File: src/hw/rtl/mpd_pkg.sv
// Shared constants and types for the magic packet detector.
package mpd_pkg;

    localparam int unsigned MAC_BYTES = 6;
    localparam int unsigned BYTE_W    = 8;
    localparam int unsigned MAC_W     = MAC_BYTES * BYTE_W;

    localparam logic [BYTE_W-1:0] SYNC_BYTE = 8'hFF;

    typedef logic [BYTE_W-1:0] t_byte;
    typedef logic [MAC_W-1:0]  t_mac;

endpackage

File: src/hw/rtl/magic_packet_detector_top.sv
// Top level of the magic packet detector: request handshake, fill count, match latch.
//
//   channel  dir  handshake            payload
//   input    in   i_valid / o_ready    i_data_byte, i_last_byte
//   output   out  o_valid / i_ready    o_found, o_wake_mac
//
// One byte per cycle while o_ready is high; the pattern test on a byte's window runs
// in the cycle after it enters the cell row, and a last byte's result then moves from
// that test stage into the output register, where it is offered.
// A result passes through the cell row register and then the output register.
// Reset clears control only; window bytes stay stale but are guarded by the fill count.
// A stalled output holds only a pending last byte; other bytes keep flowing.
module magic_packet_detector_top #(
    parameter int unsigned SYNC_LEN = 6,
    parameter int unsigned REPEATS  = 16
) (
    input  logic           i_clk,
    input  logic           i_rst_n,
    input  logic           i_valid,
    output logic           o_ready,
    input  mpd_pkg::t_byte i_data_byte,
    input  logic           i_last_byte,
    output logic           o_valid,
    input  logic           i_ready,
    output logic           o_found,
    output mpd_pkg::t_mac  o_wake_mac
);
    import mpd_pkg::*;

    localparam int unsigned WIN_LEN = SYNC_LEN + MAC_BYTES * REPEATS;
    localparam int unsigned FILL_W  = $clog2(WIN_LEN + 1);
    localparam logic [FILL_W-1:0] FILL_MAX = FILL_W'(WIN_LEN);
    localparam logic [FILL_W-1:0] FILL_PRE = FILL_W'(WIN_LEN - 1);

    logic              w_accept;
    logic              w_s1_go;
    logic              w_magic;
    t_mac              w_mac;
    logic              w_hit;

    logic [FILL_W-1:0] r_fill, n_fill;
    logic              r_s1_valid, n_s1_valid;
    logic              r_s1_last, n_s1_last;
    logic              r_s1_full, n_s1_full;
    logic              r_match_seen, n_match_seen;
    t_mac              r_held_mac, n_held_mac;
    logic              r_out_valid, n_out_valid;
    logic              r_out_found, n_out_found;
    t_mac              r_out_mac, n_out_mac;

    assign w_s1_go  = r_s1_valid && (!r_s1_last || !r_out_valid || i_ready);
    assign o_ready  = !r_s1_valid || w_s1_go;
    assign w_accept = i_valid && o_ready;
    assign w_hit    = r_s1_full && w_magic && !r_match_seen;

    mpd_window #(
        .SYNC_LEN (SYNC_LEN),
        .REPEATS  (REPEATS)
    ) u_window (
        .i_clk   (i_clk),
        .i_shift (w_accept),
        .i_byte  (i_data_byte),
        .o_magic (w_magic),
        .o_mac   (w_mac)
    );

    always_comb begin
        n_fill       = r_fill;
        n_s1_valid   = r_s1_valid;
        n_s1_last    = r_s1_last;
        n_s1_full    = r_s1_full;
        n_match_seen = r_match_seen;
        n_held_mac   = r_held_mac;
        n_out_valid  = r_out_valid;
        n_out_found  = r_out_found;
        n_out_mac    = r_out_mac;

        // drain the output register
        if (r_out_valid && i_ready) begin
            n_out_valid = 1'b0;
        end

        // resolve the byte in the test stage
        if (w_s1_go) begin
            n_s1_valid = 1'b0;
            if (r_s1_last) begin
                n_out_valid  = 1'b1;
                n_out_found  = r_match_seen || w_hit;
                n_out_mac    = r_match_seen ? r_held_mac : (w_hit ? w_mac : '0);
                n_match_seen = 1'b0;
                n_held_mac   = '0;
            end else if (w_hit) begin
                n_match_seen = 1'b1;
                n_held_mac   = w_mac;
            end
        end

        // advance a new byte into the window
        if (w_accept) begin
            n_s1_valid = 1'b1;
            n_s1_last  = i_last_byte;
            n_s1_full  = (r_fill >= FILL_PRE);
            if (i_last_byte) begin
                n_fill = '0;
            end else if (r_fill != FILL_MAX) begin
                n_fill = r_fill + 1'b1;
            end
        end
    end

    always_ff @(posedge i_clk) begin
        if (!i_rst_n) begin
            r_fill       <= '0;
            r_s1_valid   <= 1'b0;
            r_s1_last    <= 1'b0;
            r_s1_full    <= 1'b0;
            r_match_seen <= 1'b0;
            r_held_mac   <= '0;
            r_out_valid  <= 1'b0;
        end else begin
            r_fill       <= n_fill;
            r_s1_valid   <= n_s1_valid;
            r_s1_last    <= n_s1_last;
            r_s1_full    <= n_s1_full;
            r_match_seen <= n_match_seen;
            r_held_mac   <= n_held_mac;
            r_out_valid  <= n_out_valid;
        end
    end

    always_ff @(posedge i_clk) begin
        r_out_found <= n_out_found;
        r_out_mac   <= n_out_mac;
    end

    assign o_valid    = r_out_valid;
    assign o_found    = r_out_found;
    assign o_wake_mac = r_out_mac;

    a_out_from_last: assert property (@(posedge i_clk) disable iff (!i_rst_n)
        $rose(r_out_valid) |-> $past(w_s1_go && r_s1_last))
        else $error("result issued without a last byte");

    a_mac_zero: assert property (@(posedge i_clk) disable iff (!i_rst_n)
        (r_out_valid && !r_out_found) |-> (r_out_mac == '0))
        else $error("mac not zero on a miss");

    a_fill_bound: assert property (@(posedge i_clk) disable iff (!i_rst_n)
        r_fill <= FILL_MAX)
        else $error("fill count beyond window length");

    a_match_clear: assert property (@(posedge i_clk) disable iff (!i_rst_n)
        (w_s1_go && r_s1_last) |=> (!r_match_seen && r_held_mac == '0))
        else $error("match state not cleared at packet end");

    a_no_overrun: assert property (@(posedge i_clk) disable iff (!i_rst_n)
        (r_s1_valid && r_s1_last && r_out_valid && !i_ready) |-> !o_ready)
        else $error("input taken while last byte is stalled");

endmodule

File: src/hw/rtl/mpd_cell.sv
// One window cell: holds a byte, passes it on shift, compares it to a reference byte.
module mpd_cell (
    input  logic          i_clk,
    input  logic          i_shift,
    input  mpd_pkg::t_byte i_byte_in,
    input  mpd_pkg::t_byte i_ref,
    output mpd_pkg::t_byte o_byte,
    output logic          o_hit
);
    import mpd_pkg::*;

    t_byte r_byte;
    t_byte n_byte;

    always_comb begin
        n_byte = i_shift ? i_byte_in : r_byte;
    end

    always_ff @(posedge i_clk) begin
        r_byte <= n_byte;
    end

    assign o_byte = r_byte;
    assign o_hit  = (r_byte == i_ref);

endmodule

File: src/hw/rtl/mpd_window.sv
// Sliding byte window built from a row of cells, with the magic pattern test.
module mpd_window #(
    parameter int unsigned SYNC_LEN = 6,
    parameter int unsigned REPEATS  = 16
) (
    input  logic           i_clk,
    input  logic           i_shift,
    input  mpd_pkg::t_byte i_byte,
    output logic           o_magic,
    output mpd_pkg::t_mac  o_mac
);
    import mpd_pkg::*;

    localparam int unsigned WIN_LEN = SYNC_LEN + MAC_BYTES * REPEATS;
    localparam logic [WIN_LEN-1:0] TAIL_MASK =
        {{MAC_BYTES{1'b1}}, {(WIN_LEN - MAC_BYTES){1'b0}}};

    t_byte              w_byte [WIN_LEN];
    t_byte              w_ref  [WIN_LEN];
    logic [WIN_LEN-1:0] w_hit;

    for (genvar g = 0; g < WIN_LEN; g++) begin : g_cell
        t_byte w_in;

        if (g == WIN_LEN - 1) begin : g_head
            assign w_in = i_byte;
        end else begin : g_link
            assign w_in = w_byte[g+1];
        end

        if (g < SYNC_LEN) begin : g_sync
            assign w_ref[g] = SYNC_BYTE;
        end else if (g < WIN_LEN - MAC_BYTES) begin : g_rep
            assign w_ref[g] = w_byte[g+MAC_BYTES];
        end else begin : g_tail
            assign w_ref[g] = SYNC_BYTE;
        end

        mpd_cell u_cell (
            .i_clk     (i_clk),
            .i_shift   (i_shift),
            .i_byte_in (w_in),
            .i_ref     (w_ref[g]),
            .o_byte    (w_byte[g]),
            .o_hit     (w_hit[g])
        );
    end

    assign o_magic = &(w_hit | TAIL_MASK);

    always_comb begin
        o_mac = '0;
        for (int k = 0; k < MAC_BYTES; k++) begin
            o_mac[MAC_W-1-k*BYTE_W -: BYTE_W] = w_byte[SYNC_LEN+k];
        end
    end

endmodule
File: config.mk
export PLATFORM = sky130hd
export DESIGN_NAME = magic_packet_detector_top
export DESIGN_NICKNAME = d
export VERILOG_FILES = /design/src/hw/rtl/mpd_pkg.sv /design/src/hw/rtl/magic_packet_detector_top.sv /design/src/hw/rtl/mpd_cell.sv /design/src/hw/rtl/mpd_window.sv
export SDC_FILE = /design/constraint.sdc
export NUM_CORES = 1
export LEC_CHECK = 0
export BUFFER_PORTS_ARGS = -buffer_cell sky130_fd_sc_hd__buf_4
export CAP_MARGIN = 20
export CORE_ASPECT_RATIO = 1.4
export CORE_UTILIZATION = 40
export DETAILED_ROUTE_END_ITERATION = 8
export PLACE_DENSITY = 0.59
export SKIP_CTS_REPAIR_TIMING = 1
export SLEW_MARGIN = 5
export SYNTH_ARGS = -nofsm -noshare
export SYNTH_HDL_FRONTEND = slang
export SYNTH_SLANG_ARGS = --single-unit
File: constraint.sdc
create_clock -name i_clk -period 56.5 [get_ports i_clk]
set_input_delay 5.65 -clock i_clk [delete_from_list [all_inputs] [get_ports i_clk]]
set_output_delay 5.65 -clock i_clk [all_outputs]
set_load 0.05 [all_outputs]
==> out/metrics.cfg <==
[synthesis]
synthTopCellsByArea=edfxtp_1 (69%), xor2_1 (4.4%), dfxtp_1 (3.2%), nor2b_1 (2.9%), xnor2_1 (2.9%)
syn_nets=2553
synth.distinct_cells=53
avgSynthCellArea_sq_um=14.9
yosys.area_share.adder=0.000996
synth-seq-cells=925
syn_inst=2537
seq_area_frac_synth=0.721
synth_warnings=0
muxShareOfSynthArea=0.000531
synthSimpleGateAreaFrac=0.0968
synth_edf_count=865
synth_compound_area_frac=0.0835
synth_top_family_by_area=simple AND/OR/NAND/NOR gates
async_flop_share=0
synthXorXnorAreaFrac=0.0729
synth_top_area_share=0.689
synth_ff_type=edfxtp_1
syn-cell-area_sq_um=37700
synth_top_area_cell=edfxtp_1

[worst_setup_path]
end_kind=output port
r2r-end=r_held_mac[14]$_SDFFE_PN0P_
crit_required_ns=50.85
critPathMaxStageDelay_ns=0.26
critPathBufInv=2
ff2ff_path_depth=10
regToRegStartpoint=u_window.g_cell[37].u_cell.o_byte[7]$_DFFE_PP_
worstSetupPathType=input port to output port
path_common_cell=buf_4
cp_max_fo=3
worst-r2r-setup-slack_ns=50.12
slowest_stage=nor2b_1
start_kind=input port
cp.arrival_ns=6.42
crit_chain=buf_4 -> nor2b_1 -> nand3_1 -> buf_4
critical_path.top_delay_family=simple AND/OR/NAND/NOR gates

[cells_and_area]
multiInputGateArea_sq_um=9690
finish.instance_area_sq_um=43300
drive_gt1_frac=0.0990
regArea_sq_um=27200
final_common_cell=edfxtp_1
final_nets=2730
final.fill_count=8100
syn2layout_area_growth_pct=14.7
mostFrequentLayoutCells=edfxtp_1 (865), inv_1 (204), xor2_1 (191), nor2b_1 (175), xnor2_1 (122)
stdcell_count=4014

[timing]
hold_viol=0
tns_ns=0
max_freq_ghz=0.0828
min_period_over_period=0.214
tightest_slew_ns=1.30
relSlewSlack=0.134
final_max_slew_viol_count=0
skew_ns=0.0506
fin_crit_ns=12.07
rsz0062_at_grt=no
setup_viol=0

[grt]
grt_max_degree=132
gr-total-overflow=0
grt_pass1_vias=24600
antenna_found_initial=29
grt_pass1_wl_mm=251
grt_use_total=0.419

[die]
die_y_um=365
die_x_um=261
start_util=0.405
rows=132
pin_count=64
fp.dieArea_sq_um=95500
core_area_sq_um=93000

[clock_tree]
ctsLongestPathBuffers=3
insertion_delay_ns=0.74
cts_tree=built
cts_buffers=91
htree_levels=3
clock_sinks=925
clkTransAtPathRegs_ns=0.07
cts-root-buf=clkbuf_16

[routing]
num_vias=26500
routed_wl_mm=198
dr.pass1.iters=7
wl_per_cell_um=49.4
drc=0
vias_per_cell=6.61
first_iter_violations=4376
antenna_left=0

[run]
maxCapViolations=0

[min_path]
hold_path_class=flop to flop
hold-path-cell-count=0
worstHoldStart=u_window.g_cell[81].u_cell.o_byte[5]$_DFFE_PP_
hold_end=u_window.g_cell[80].u_cell.o_byte[5]$_DFFE_PP_

[power_and_ir_drop]
powerDensity_nw_per_um2=37.6
peakVddDrop_mv=0.0314
p_leak_nw=15.1

[placed_design]
place_congestion=1.14
placed_cell_area_sq_um=40000
hpwl_mm=162
io_buffer_count=63
dp_cells=3823

[outcome]
status=complete, no violations

[cells in the mapped netlist (all sizes together), types with 2 or more instances]
library cell / instances
mux2i: 2
and4: 4
clkbuf: 23
o22ai: 84
nor2b: 175
o2111ai: 22
a22oi: 12
a211oi: 4
or4: 7
and3: 17
o2bb2ai: 18
edfxtp: 865
o2111a: 4
or3: 7
a222oi: 2
nor3: 15
xnor2: 123
o31ai: 9
o21ai: 53
nor4: 86
a21oi: 29
a221o: 12
inv: 205
nand4: 115
xor2: 191
o221ai: 11
a2111oi: 67
nand3: 12
a221oi: 14
a22o: 69
a2bb2oi: 2
nor2: 43
nand2: 97
or2: 4
nand2b: 50
ha: 3
buf: 11
dfxtp: 60
[layer usage]
metal  vias up  GRT usage  wire [um]  part of all wire
li1      10100          -          -                 -
met1     13700      0.503      71000              0.36
met2      2121      0.626      87500              0.44
met3       589     0.0917      17800             0.090
met4        12      0.384      22100              0.11
met5         -          0         82           0.00041
[cells by family after synthesis]
kind of cell               Yosys count
xor gates and xnor gates           314
adders and majority gates            3
AOI/OAI and AO/OA                  419
buffers and inverters              240
muxes                                2
DFF                                925
and+or+nand+nor                    634
[worst reg2reg max path, cell delays in order (launching register included)]
cell and delay [ns]:
edfxtp_1 0.68, xnor2_1 0.91, nand4_1 0.38, nor4_2 1.00
nand4_1 0.71, nor4_4 0.41, buf_4 0.46, nand3_1 0.64
nor4_4 0.38, buf_4 0.51, a22o_1 0.25
[layout make-up]
class,instances,area share
sequential,925,0.628
tap,1206,0.0349
clock buffer,117,0.0578
clock inverter,49,0.0144
timing repair buffer,118,0.0213
multi-input combinational,1372,0.224
inverter,206,0.0181
antenna,21,0.00121
[worst max path at each step]
| stage | cells past startpoint | from | endpoint |
|---|---|---|---|
| 6_report | 4 | i_ready | o_ready |
| 4_1_cts | 4 | i_ready | o_ready |
| 2_1_floorplan | 7 | i_ready | r_fill[2]$_SDFFE_PN0P_ |
| 3_3_place_gp | 4 | i_ready | o_ready |
| 5_1_grt | 4 | i_ready | o_ready |
| 3_5_place_dp | 4 | i_ready | o_ready |
[power by group]
group / internal [mW] / switching [mW] / total (mW) / leakage [nW]
Combinational: 0.0306 / 0.0913 / 0.122 / 4.52
Sequential: 0.790 / 0.0635 / 0.853 / 9.03
Clock: 0.363 / 0.287 / 0.650 / 1.51
[sequential cells by signal, summed over array words and instances, names as in the netlist]
| register | flops |
|---|---|
| u_window.g_cell.u_cell.o_byte | 816 |
| r_held_mac | 48 |
| r_s1_last | 1 |
| o_found | 1 |
| o_wake_mac | 48 |
| r_s1_full | 1 |
| r_s1_valid | 1 |
| r_match_seen | 1 |
| r_fill | 7 |
| o_valid | 1 |
[per-stage QoR]
stage          hold WS [ns]  setup slack, ns  utilization  power, mW
2_1_floorplan         0.418            32.87            -      0.896
3_3_place_gp          0.426            44.40        0.430      0.979
3_5_place_dp          0.428            44.42        0.430      0.978
4_1_cts               0.405            44.42        0.464       1.62
5_1_grt               0.433            44.36        0.465       1.65
6_report              0.419            44.43        0.465       1.63
Note: power is estimated with default switching activity, not from simulation.
